## config.mk

```make
export PLATFORM = sky130hd
export DESIGN_NAME = fixed_block_pool_allocator_top
export DESIGN_NICKNAME = d
export VERILOG_FILES = /design/src/design/fap_pkg.sv /design/src/design/fixed_block_pool_allocator_top.sv
export SDC_FILE = /design/constraint.sdc
export NUM_CORES = 1
export LEC_CHECK = 0
export BUFFER_PORTS_ARGS = -buffer_cell sky130_fd_sc_hd__buf_2
export CORE_ASPECT_RATIO = 1.1
export CORE_UTILIZATION = 35
export DETAILED_ROUTE_END_ITERATION = 8
export SETUP_SLACK_MARGIN = 0.4
export SYNTH_ARGS = -nofsm -noshare
export SYNTH_HDL_FRONTEND = slang
export SYNTH_SLANG_ARGS = --single-unit
export TNS_END_PERCENT = 20
```

## constraint.sdc

```tcl
create_clock -name clk -period 8.51 [get_ports clk]
set_input_delay 0.851 -clock clk [delete_from_list [all_inputs] [get_ports clk]]
set_output_delay 0.851 -clock clk [all_outputs]
set_load 0.05 [all_outputs]
```

## src/design/fap_pkg.sv

```systemverilog
// types and constants of the fixed block pool allocator
package fap_pkg;

  localparam int ADDR_W    = 16;
  localparam int SIZE_W    = 11;
  localparam int COUNT_W   = 4;
  localparam int CFG_IDX_W = 3;
  localparam int CFG_CLASSES = 3;

  typedef logic [1:0] status_t;
  localparam status_t ST_OK       = 2'd0;
  localparam status_t ST_FULL     = 2'd1;
  localparam status_t ST_SIZE     = 2'd2;
  localparam status_t ST_NOTFOUND = 2'd3;

  localparam logic KIND_ALLOC = 1'b0;
  localparam logic KIND_FREE  = 1'b1;

  typedef logic [CFG_IDX_W-1:0] cfg_idx_t;
  localparam cfg_idx_t REG_SIZE_SMALL   = 3'd0;
  localparam cfg_idx_t REG_SIZE_MEDIUM  = 3'd1;
  localparam cfg_idx_t REG_SIZE_LARGE   = 3'd2;
  localparam cfg_idx_t REG_COUNT_SMALL  = 3'd3;
  localparam cfg_idx_t REG_COUNT_MEDIUM = 3'd4;
  localparam cfg_idx_t REG_COUNT_LARGE  = 3'd5;

  localparam logic [SIZE_W-1:0]  RST_SIZE_SMALL   = 11'd100;
  localparam logic [SIZE_W-1:0]  RST_SIZE_MEDIUM  = 11'd200;
  localparam logic [SIZE_W-1:0]  RST_SIZE_LARGE   = 11'd500;
  localparam logic [COUNT_W-1:0] RST_COUNT_SMALL  = 4'd5;
  localparam logic [COUNT_W-1:0] RST_COUNT_MEDIUM = 4'd5;
  localparam logic [COUNT_W-1:0] RST_COUNT_LARGE  = 4'd4;

endpackage

```

## src/design/fixed_block_pool_allocator_top.sv

```systemverilog
// fixed block pool allocator: three size classes, one free bit per block
// an unknown size answers in the cycle after start; otherwise the result follows
//   a block-by-block walk through the classes up to the one that answers
// throughput: one item at a time, set by the single address adder/compare
//   that walks the arena block by block; busy stays high until the result
// done strobes the result for one cycle; the receiver cannot stall
// reset (rst, synchronous): all blocks free, class registers at defaults
module fixed_block_pool_allocator_top #(
  parameter int NUM_CLASSES = 3,
  parameter int MAX_BLOCKS  = 8
) (
  input  logic                           clk,
  input  logic                           rst,
  input  logic                           start,
  output logic                           busy,
  input  logic                           kind,
  input  logic [fap_pkg::SIZE_W-1:0]     request_size,
  input  logic [fap_pkg::ADDR_W-1:0]     block_offset,
  output logic                           done,
  output logic [fap_pkg::ADDR_W-1:0]     granted_offset,
  output logic [1:0]                     status,
  input  logic                           cfg_valid,
  output logic                           cfg_ready,
  input  logic [fap_pkg::CFG_IDX_W-1:0]  cfg_index,
  input  logic [fap_pkg::SIZE_W-1:0]     cfg_data
);

  localparam int CW  = (NUM_CLASSES > 1) ? $clog2(NUM_CLASSES) : 1;
  localparam int JW  = $clog2(MAX_BLOCKS + 1);
  localparam int JIW = (MAX_BLOCKS > 1) ? $clog2(MAX_BLOCKS) : 1;

  typedef enum logic [0:0] {IDLE, SCAN} state_t;

  state_t                          state;
  logic                            op_free;
  logic [CW-1:0]                   target;
  logic [CW-1:0]                   cls;
  logic [JW-1:0]                   idx;
  logic [fap_pkg::ADDR_W-1:0]      addr;
  logic [fap_pkg::ADDR_W-1:0]      off;
  logic                            hit;
  logic [JIW-1:0]                  hit_idx;
  logic [fap_pkg::ADDR_W-1:0]      hit_addr;
  logic [MAX_BLOCKS-1:0]           free_map [NUM_CLASSES];
  logic [fap_pkg::SIZE_W-1:0]      size_r   [fap_pkg::CFG_CLASSES];
  logic [fap_pkg::COUNT_W-1:0]     count_r  [fap_pkg::CFG_CLASSES];

  logic [fap_pkg::SIZE_W-1:0]      cur_size;
  logic [JW-1:0]                   cur_n;
  logic                            in_class;
  logic                            last_cls;
  logic                            blk_free;
  logic [fap_pkg::ADDR_W-1:0]      addr_sum;
  logic                            alloc_found;
  logic [CW-1:0]                   alloc_tgt;

  assign busy      = (state != IDLE);
  // a class register never changes under a command being taken
  assign cfg_ready = (state == IDLE) && !start;

  // lowest class whose size equals the request
  always_comb begin
    alloc_found = 1'b0;
    alloc_tgt   = '0;
    for (int c = NUM_CLASSES - 1; c >= 0; c--) begin
      if (size_r[c] == request_size) begin
        alloc_found = 1'b1;
        alloc_tgt   = CW'(c);
      end
    end
  end

  always_comb begin
    cur_size = size_r[cls];
    if (count_r[cls] > fap_pkg::COUNT_W'(MAX_BLOCKS)) begin
      cur_n = JW'(MAX_BLOCKS);
    end else begin
      cur_n = count_r[cls][JW-1:0];
    end
    in_class = (idx < cur_n);
    last_cls = (cls == CW'(NUM_CLASSES - 1));
    blk_free = free_map[cls][idx[JIW-1:0]];
    // the one shared adder walks block offsets through the arena
    addr_sum = addr + {{(fap_pkg::ADDR_W - fap_pkg::SIZE_W){1'b0}}, cur_size};
  end

  always_ff @(posedge clk) begin
    if (rst) begin
      state          <= IDLE;
      done           <= 1'b0;
      hit            <= 1'b0;
      granted_offset <= '0;
      status         <= fap_pkg::ST_OK;
      for (int c = 0; c < NUM_CLASSES; c++) begin
        free_map[c] <= '1;
      end
      size_r[0]  <= fap_pkg::RST_SIZE_SMALL;
      size_r[1]  <= fap_pkg::RST_SIZE_MEDIUM;
      size_r[2]  <= fap_pkg::RST_SIZE_LARGE;
      count_r[0] <= fap_pkg::RST_COUNT_SMALL;
      count_r[1] <= fap_pkg::RST_COUNT_MEDIUM;
      count_r[2] <= fap_pkg::RST_COUNT_LARGE;
    end else begin
      done <= 1'b0;

      if (cfg_valid && cfg_ready) begin
        case (cfg_index)
          fap_pkg::REG_SIZE_SMALL:   size_r[0]  <= cfg_data;
          fap_pkg::REG_SIZE_MEDIUM:  size_r[1]  <= cfg_data;
          fap_pkg::REG_SIZE_LARGE:   size_r[2]  <= cfg_data;
          fap_pkg::REG_COUNT_SMALL:  count_r[0] <= cfg_data[fap_pkg::COUNT_W-1:0];
          fap_pkg::REG_COUNT_MEDIUM: count_r[1] <= cfg_data[fap_pkg::COUNT_W-1:0];
          fap_pkg::REG_COUNT_LARGE:  count_r[2] <= cfg_data[fap_pkg::COUNT_W-1:0];
          default: ;
        endcase
      end

      case (state)
        IDLE: begin
          if (start) begin
            op_free <= kind;
            off     <= block_offset;
            target  <= alloc_tgt;
            cls     <= '0;
            idx     <= '0;
            addr    <= '0;
            hit     <= 1'b0;
            if (kind == fap_pkg::KIND_ALLOC && !alloc_found) begin
              done           <= 1'b1;
              status         <= fap_pkg::ST_SIZE;
              granted_offset <= '0;
            end else begin
              state <= SCAN;
            end
          end
        end
        SCAN: begin
          if (in_class) begin
            addr <= addr_sum;
            idx  <= idx + JW'(1);
            // keep the highest matching block of the class
            if (op_free) begin
              if (addr == off) begin
                hit     <= 1'b1;
                hit_idx <= idx[JIW-1:0];
              end
            end else if (cls == target && blk_free) begin
              hit      <= 1'b1;
              hit_idx  <= idx[JIW-1:0];
              hit_addr <= addr;
            end
          end else if (hit) begin
            free_map[cls][hit_idx] <= op_free;
            granted_offset         <= op_free ? '0 : hit_addr;
            status                 <= fap_pkg::ST_OK;
            done                   <= 1'b1;
            state                  <= IDLE;
          end else if (!op_free && cls == target) begin
            granted_offset <= '0;
            status         <= fap_pkg::ST_FULL;
            done           <= 1'b1;
            state          <= IDLE;
          end else if (last_cls) begin
            granted_offset <= '0;
            status         <= fap_pkg::ST_NOTFOUND;
            done           <= 1'b1;
            state          <= IDLE;
          end else begin
            cls <= cls + CW'(1);
            idx <= '0;
          end
        end
        default: state <= IDLE;
      endcase
    end
  end

endmodule

```

### Word-level counts from Yosys, hierarchy flattened

Memories as Yosys holds them, arrays and structs flattened. A register that Yosys moved wholly into a read port is not among the register bits.
Cells that the tools add are included.

* muxes and demuxes: 106
* add/subtract/negate cells: 3
* reduce and logical (&&, ||, !) cells: 21
* equal/unequal tests: 25
* bitwise logic cells: 10
* $lt $le $gt $ge: 5

Operator list (number)
* $mux W16: 9
* $pmux W16 S2: 2
* $mux W1: 53
* $mux W4: 9
* $eq A11 B11 Y1: 3
* $mux W11: 3
* $mux W2: 16
* $mux W8: 3
* $add A16 B11 Y16: 1
* $eq A16 B16 Y1: 1
* $reduce_and A5 Y1: 3
* $ne A2 B2 Y1 const B: 5
* $mux W3: 3
* $lt A3 B4 Y1 const B: 2
* $pmux W2 S2: 2
* $pmux W4 S2: 1
* $reduce_and A4 Y1: 2
* $reduce_or A8 Y1: 1
* $eq A3 B2 Y1 const B: 2
* $eq A3 B3 Y1 const B: 2
* $logic_and A1 B1 Y1: 6
* $ne A2 B1 Y1 const B: 3
* $ne A3 B2 Y1 const B: 2
* $ne A3 B3 Y1 const B: 2
* other kinds (21): 34

* output and inout bits: 21
* register bits after elaboration: 81
* input bits: 46
* RAM bits: 69
* memories: 3
* word-level logic and storage cells: 187

Memories
* size_r: words 3, bits a word 11, rd ports 4, clocked after memory_dff 1, write ports 3, RTL line fixed_block_pool_allocator_top.sv:45 `logic [fap_pkg::SIZE_W-1:0] size_r [fap_pkg::CFG_CLASSES];`
* free_map: words 3, bits a word 8, rd ports 1, clocked after memory_dff 1, write ports 3, RTL line fixed_block_pool_allocator_top.sv:44 `logic [MAX_BLOCKS-1:0] free_map [NUM_CLASSES];`
* count_r: words 3, bits a word 4, rd ports 1, clocked after memory_dff 1, write ports 3, RTL line fixed_block_pool_allocator_top.sv:46 `logic [fap_pkg::COUNT_W-1:0] count_r [fap_pkg::CFG_CLASSES];`

### Longest topological paths before layout

* depth in word-level cells: 9
* gate-level depth with buffers: 14
* depth with buffers taken out: 11

### Worst setup path after synthesis

OpenSTA, ideal clock, no wires.

* kind: reg2reg
* start: register (tool-made name)
* end: register hit_addr[0] in the netlist's numbering, enable pin
* setup slack: 4739 ps
* cell stages (with the launch flop): 11
* arrival: 3359 ps
* path buffers: 1
* setup time: 413 ps
* required time: 8097 ps
* clock period less this slack: 3771 ps
* cell sequence: dfxtp_1 buf_6 mux2_2 mux2i_4 nand2_1 ha_1 a21o_1 a21o_1 nor2_2 nand2_1 nor3b_1

RTL lines
* end signal: assignment: RTL line fixed_block_pool_allocator_top.sv:150 `hit_addr <= addr;`
* end: declaration: RTL line fixed_block_pool_allocator_top.sv:43 `logic [fap_pkg::ADDR_W-1:0] hit_addr;`

==> impl_metrics.toml <==
[route]
drt-pass1-iter-count = 6
wl_per_cell_um = 16.7
antenna_left = 0
postRouteWirelength_mm = 16.9
drcViolationCount = 0
vias = 4935
initialDrtViolationCount = 240
via_per_inst = 4.88

[finish]
nets = 769
nFillCells = 2084
area_growth_pct = 15.4
n_antenna_cell = 0
drive_above_1_share_pct = 18.7
multi_input_area_mm2 = 0.00315
seq_area_mm2 = 0.00457
layoutNonFillerInstCount = 1011

[clock_tree]
ctsHoldBuffers = 0
cts_setup_buffers = 0
cts_buffers = 17
cts_tree = "done"
path_clk_slew_ns = 0.07
cts-root-buf = "clkbuf_16"
h-tree-depth = 4
clk_latency_ns = 0.43
clock_path_buffers = 2
post_cts_resized = 0
clkSinkCount = 160

[placement]
port_buffers = 66
dp.cells = 979
pre_cts_ws_ns = 4.54
place.gp.congestion = 0.781
dpl.hpwl_mm = 12.4

[sta]
setup_viol = 0
worst_pin_slew_ns = 1.18
finalSetupTns_ns = 0
min_period_ns = 3.95
rsz0062_at_grt = "false"
slew_violations = 0
finalCritPeriodShare_pct = 46.4
finClkSkew_ns = 0.0111
relSlewSlack_pct = 20.9
hold_violations = 0
setup_slack_ns = 4.56
fmax_mhz = 253

[worst_setup_path]
critPathLaunchType = "flip-flop"
endpoint_kind = "flip-flop"
crit_type = "reg2reg"
crit_required_ns = 8.55
cp.arrival_ns = 3.99
critPathMaxFanout = 30

[run]
maxCapViolCount = 0

[outcome]
outcome = "finished clean"

[logic_synthesis]
synth.avg_cell_area_um2 = 12.4
synth_warnings = 0
yosys_register_bits = 160
synth-async-reset-ratio_pct = 0
synth_edf_count = 137
synth_fp_nets = 704
synthFlopType = "edfxtp_1"
yosysUniqueCellTypes = 59
netlist_area_mm2 = 0.00789
synth_cells = 638
yosysSeqAreaShare_pct = 57.9

[floorplanning]
die_width_um = 145
ios = 67
die_h_um = 160
start_util_pct = 35.7
std_cell_rows = 57
die_area_mm2 = 0.0232
core_mm2 = 0.0221

[pwr]
cellPowerDensity_mw_per_mm2 = 205
vdd_ir_drop_max_mv = 0.138
leakage_uw = 0.00328

[global_routing]
antenna_found_initial = 0
grt_use_total_pct = 15.4
grt_max_degree = 40
grt_pass1_vias = 5038
grt_pass1_wl_mm = 27.7
overflow = 0

[hold_path]
hp-class = "reg2reg"
-- flip-flops by register name, indices dropped and copies added, names as in the netlist, 2 cells and up, named ones only --
register,cells
hit_addr,16
free_map,32
granted_offset,16
off,16
target,2
cls,2
count_r,12
status,2
idx,4
addr,16
size_r,33
hit_idx,3
-- final cells by class --
| class | count | area share (%) |
|---|---|---|
| sequential | 160 | 50.2 |
| multi-input combinational | 437 | 34.6 |
| clock buffer | 19 | 4.99 |
| timing repair buffer | 75 | 4.37 |
| tap | 295 | 4.05 |
| clock inverter | 13 | 1.26 |
| inverter | 12 | 0.494 |
-- routing by layer --
metal | up-vias | track usage [%] | share of wire [%]
li1 | 2459 | - | -
met1 | 2357 | 20.8 | 48
met2 | 102 | 24.9 | 47
met3 | 17 | 2.72 | 3.7
met4 | 0 | 5.36 | 1.3
met5 | - | 0 | 0
-- metrics by stage --
step	util [%]	power [uW]	hold slack, ns	cell area, um^2
6_report	41.2	1860	0.453	9110
5_1_grt	41.2	1930	0.479	9110
3_5_place_dp	38.6	1150	0.444	8540
4_1_cts	41.2	1880	0.456	9110
3_3_place_gp	38.6	1140	0.441	8540
2_1_floorplan	-	1080	0.478	7890
-- worst max-delay path, cell delays in order, from the launching register on --
cell     delay, ns
dfxtp_1       0.93
mux2i_4       0.43
nand2_1       0.09
ha_1          0.30
a21o_1        0.16
a21o_1        0.23
nor2_2        0.23
nand2_1       0.21
nor3b_2       0.98
-- worst paths after layout --
kind	to	cells past startpoint	start	slack, ns
hold / removal	granted_offset[13]	2	granted_offset[13]	0.45
setup reg to reg	hit_addr[5]	8	flip-flop	4.56
hold reg to reg	granted_offset[13]	2	granted_offset[13]	0.45
setup / recovery	hit_addr[5]	8	flip-flop	4.56
-- cells in the mapped netlist (3+ instances only) --
master | count | area share [%]
a211o_1 | 3 | 0.33
a211oi_1 | 4 | 0.38
a21o_1 | 29 | 2.8
a21oi_1 | 9 | 0.57
and2_1 | 16 | 1.3
and3_1 | 7 | 0.55
buf_1 | 7 | 0.33
buf_6 | 3 | 0.43
clkbuf_1 | 16 | 0.76
dfxtp_1 | 23 | 5.8
edfxtp_1 | 137 | 52
ha_1 | 19 | 3.0
inv_1 | 11 | 0.52
mux2i_1 | 37 | 4.7
mux4_2 | 9 | 2.6
nand2_1 | 89 | 4.2
nand2b_1 | 13 | 1.0
nand3_1 | 8 | 0.51
nand4_1 | 9 | 0.71
nor2_1 | 23 | 1.1
nor2b_1 | 11 | 0.87
nor3_1 | 18 | 1.1
nor4_1 | 6 | 0.48
nor4b_1 | 4 | 0.44
o211ai_1 | 4 | 0.38
o21a_1 | 7 | 0.67
o21ai_0 | 16 | 1.0
o31ai_1 | 5 | 0.48
or2_2 | 4 | 0.32
xnor2_1 | 25 | 2.8
xor2_1 | 31 | 3.4
-- placed cells by master, fill, tap and decap left out, types with 11 or more instances in the layout --
cell type	n
edfxtp_1	137
o21ai_0	16
nand2b_1	13
clkbuf_16	18
nand2_1	89
and2_1	16
nor2_1	23
inv_1	11
xnor2_1	25
nor2b_1	11
xor2_1	31
ha_1	19
mux2i_1	37
dfxtp_1	23
buf_2	66
a21o_1	29
nor3_1	17
-- power breakdown --
group	total, uW	switching [uW]	internal (uW)
clock network	736	335	402
logic	223	130	93.0
registers	904	26.8	877
total	1860	491	1370
-- kinds of logic (layout without fill, tap and decap cells) --
group | after synthesis | after routing | share of synthesized area, %
flip-flops | 160 | 160 | 57.9
XOR/XNOR | 56 | 56 | 6.21
multiplexers | 50 | 50 | 7.97
adder cells (fa/ha/maj) | 20 | 20 | 3.27
AO/OA/AOI/OAI | 93 | 93 | 8.61
AND/OR/NAND/NOR | 218 | 218 | 13.7
buffers and inverters | 41 | 119 | 2.31
Power figures use the tool's default switching activity.
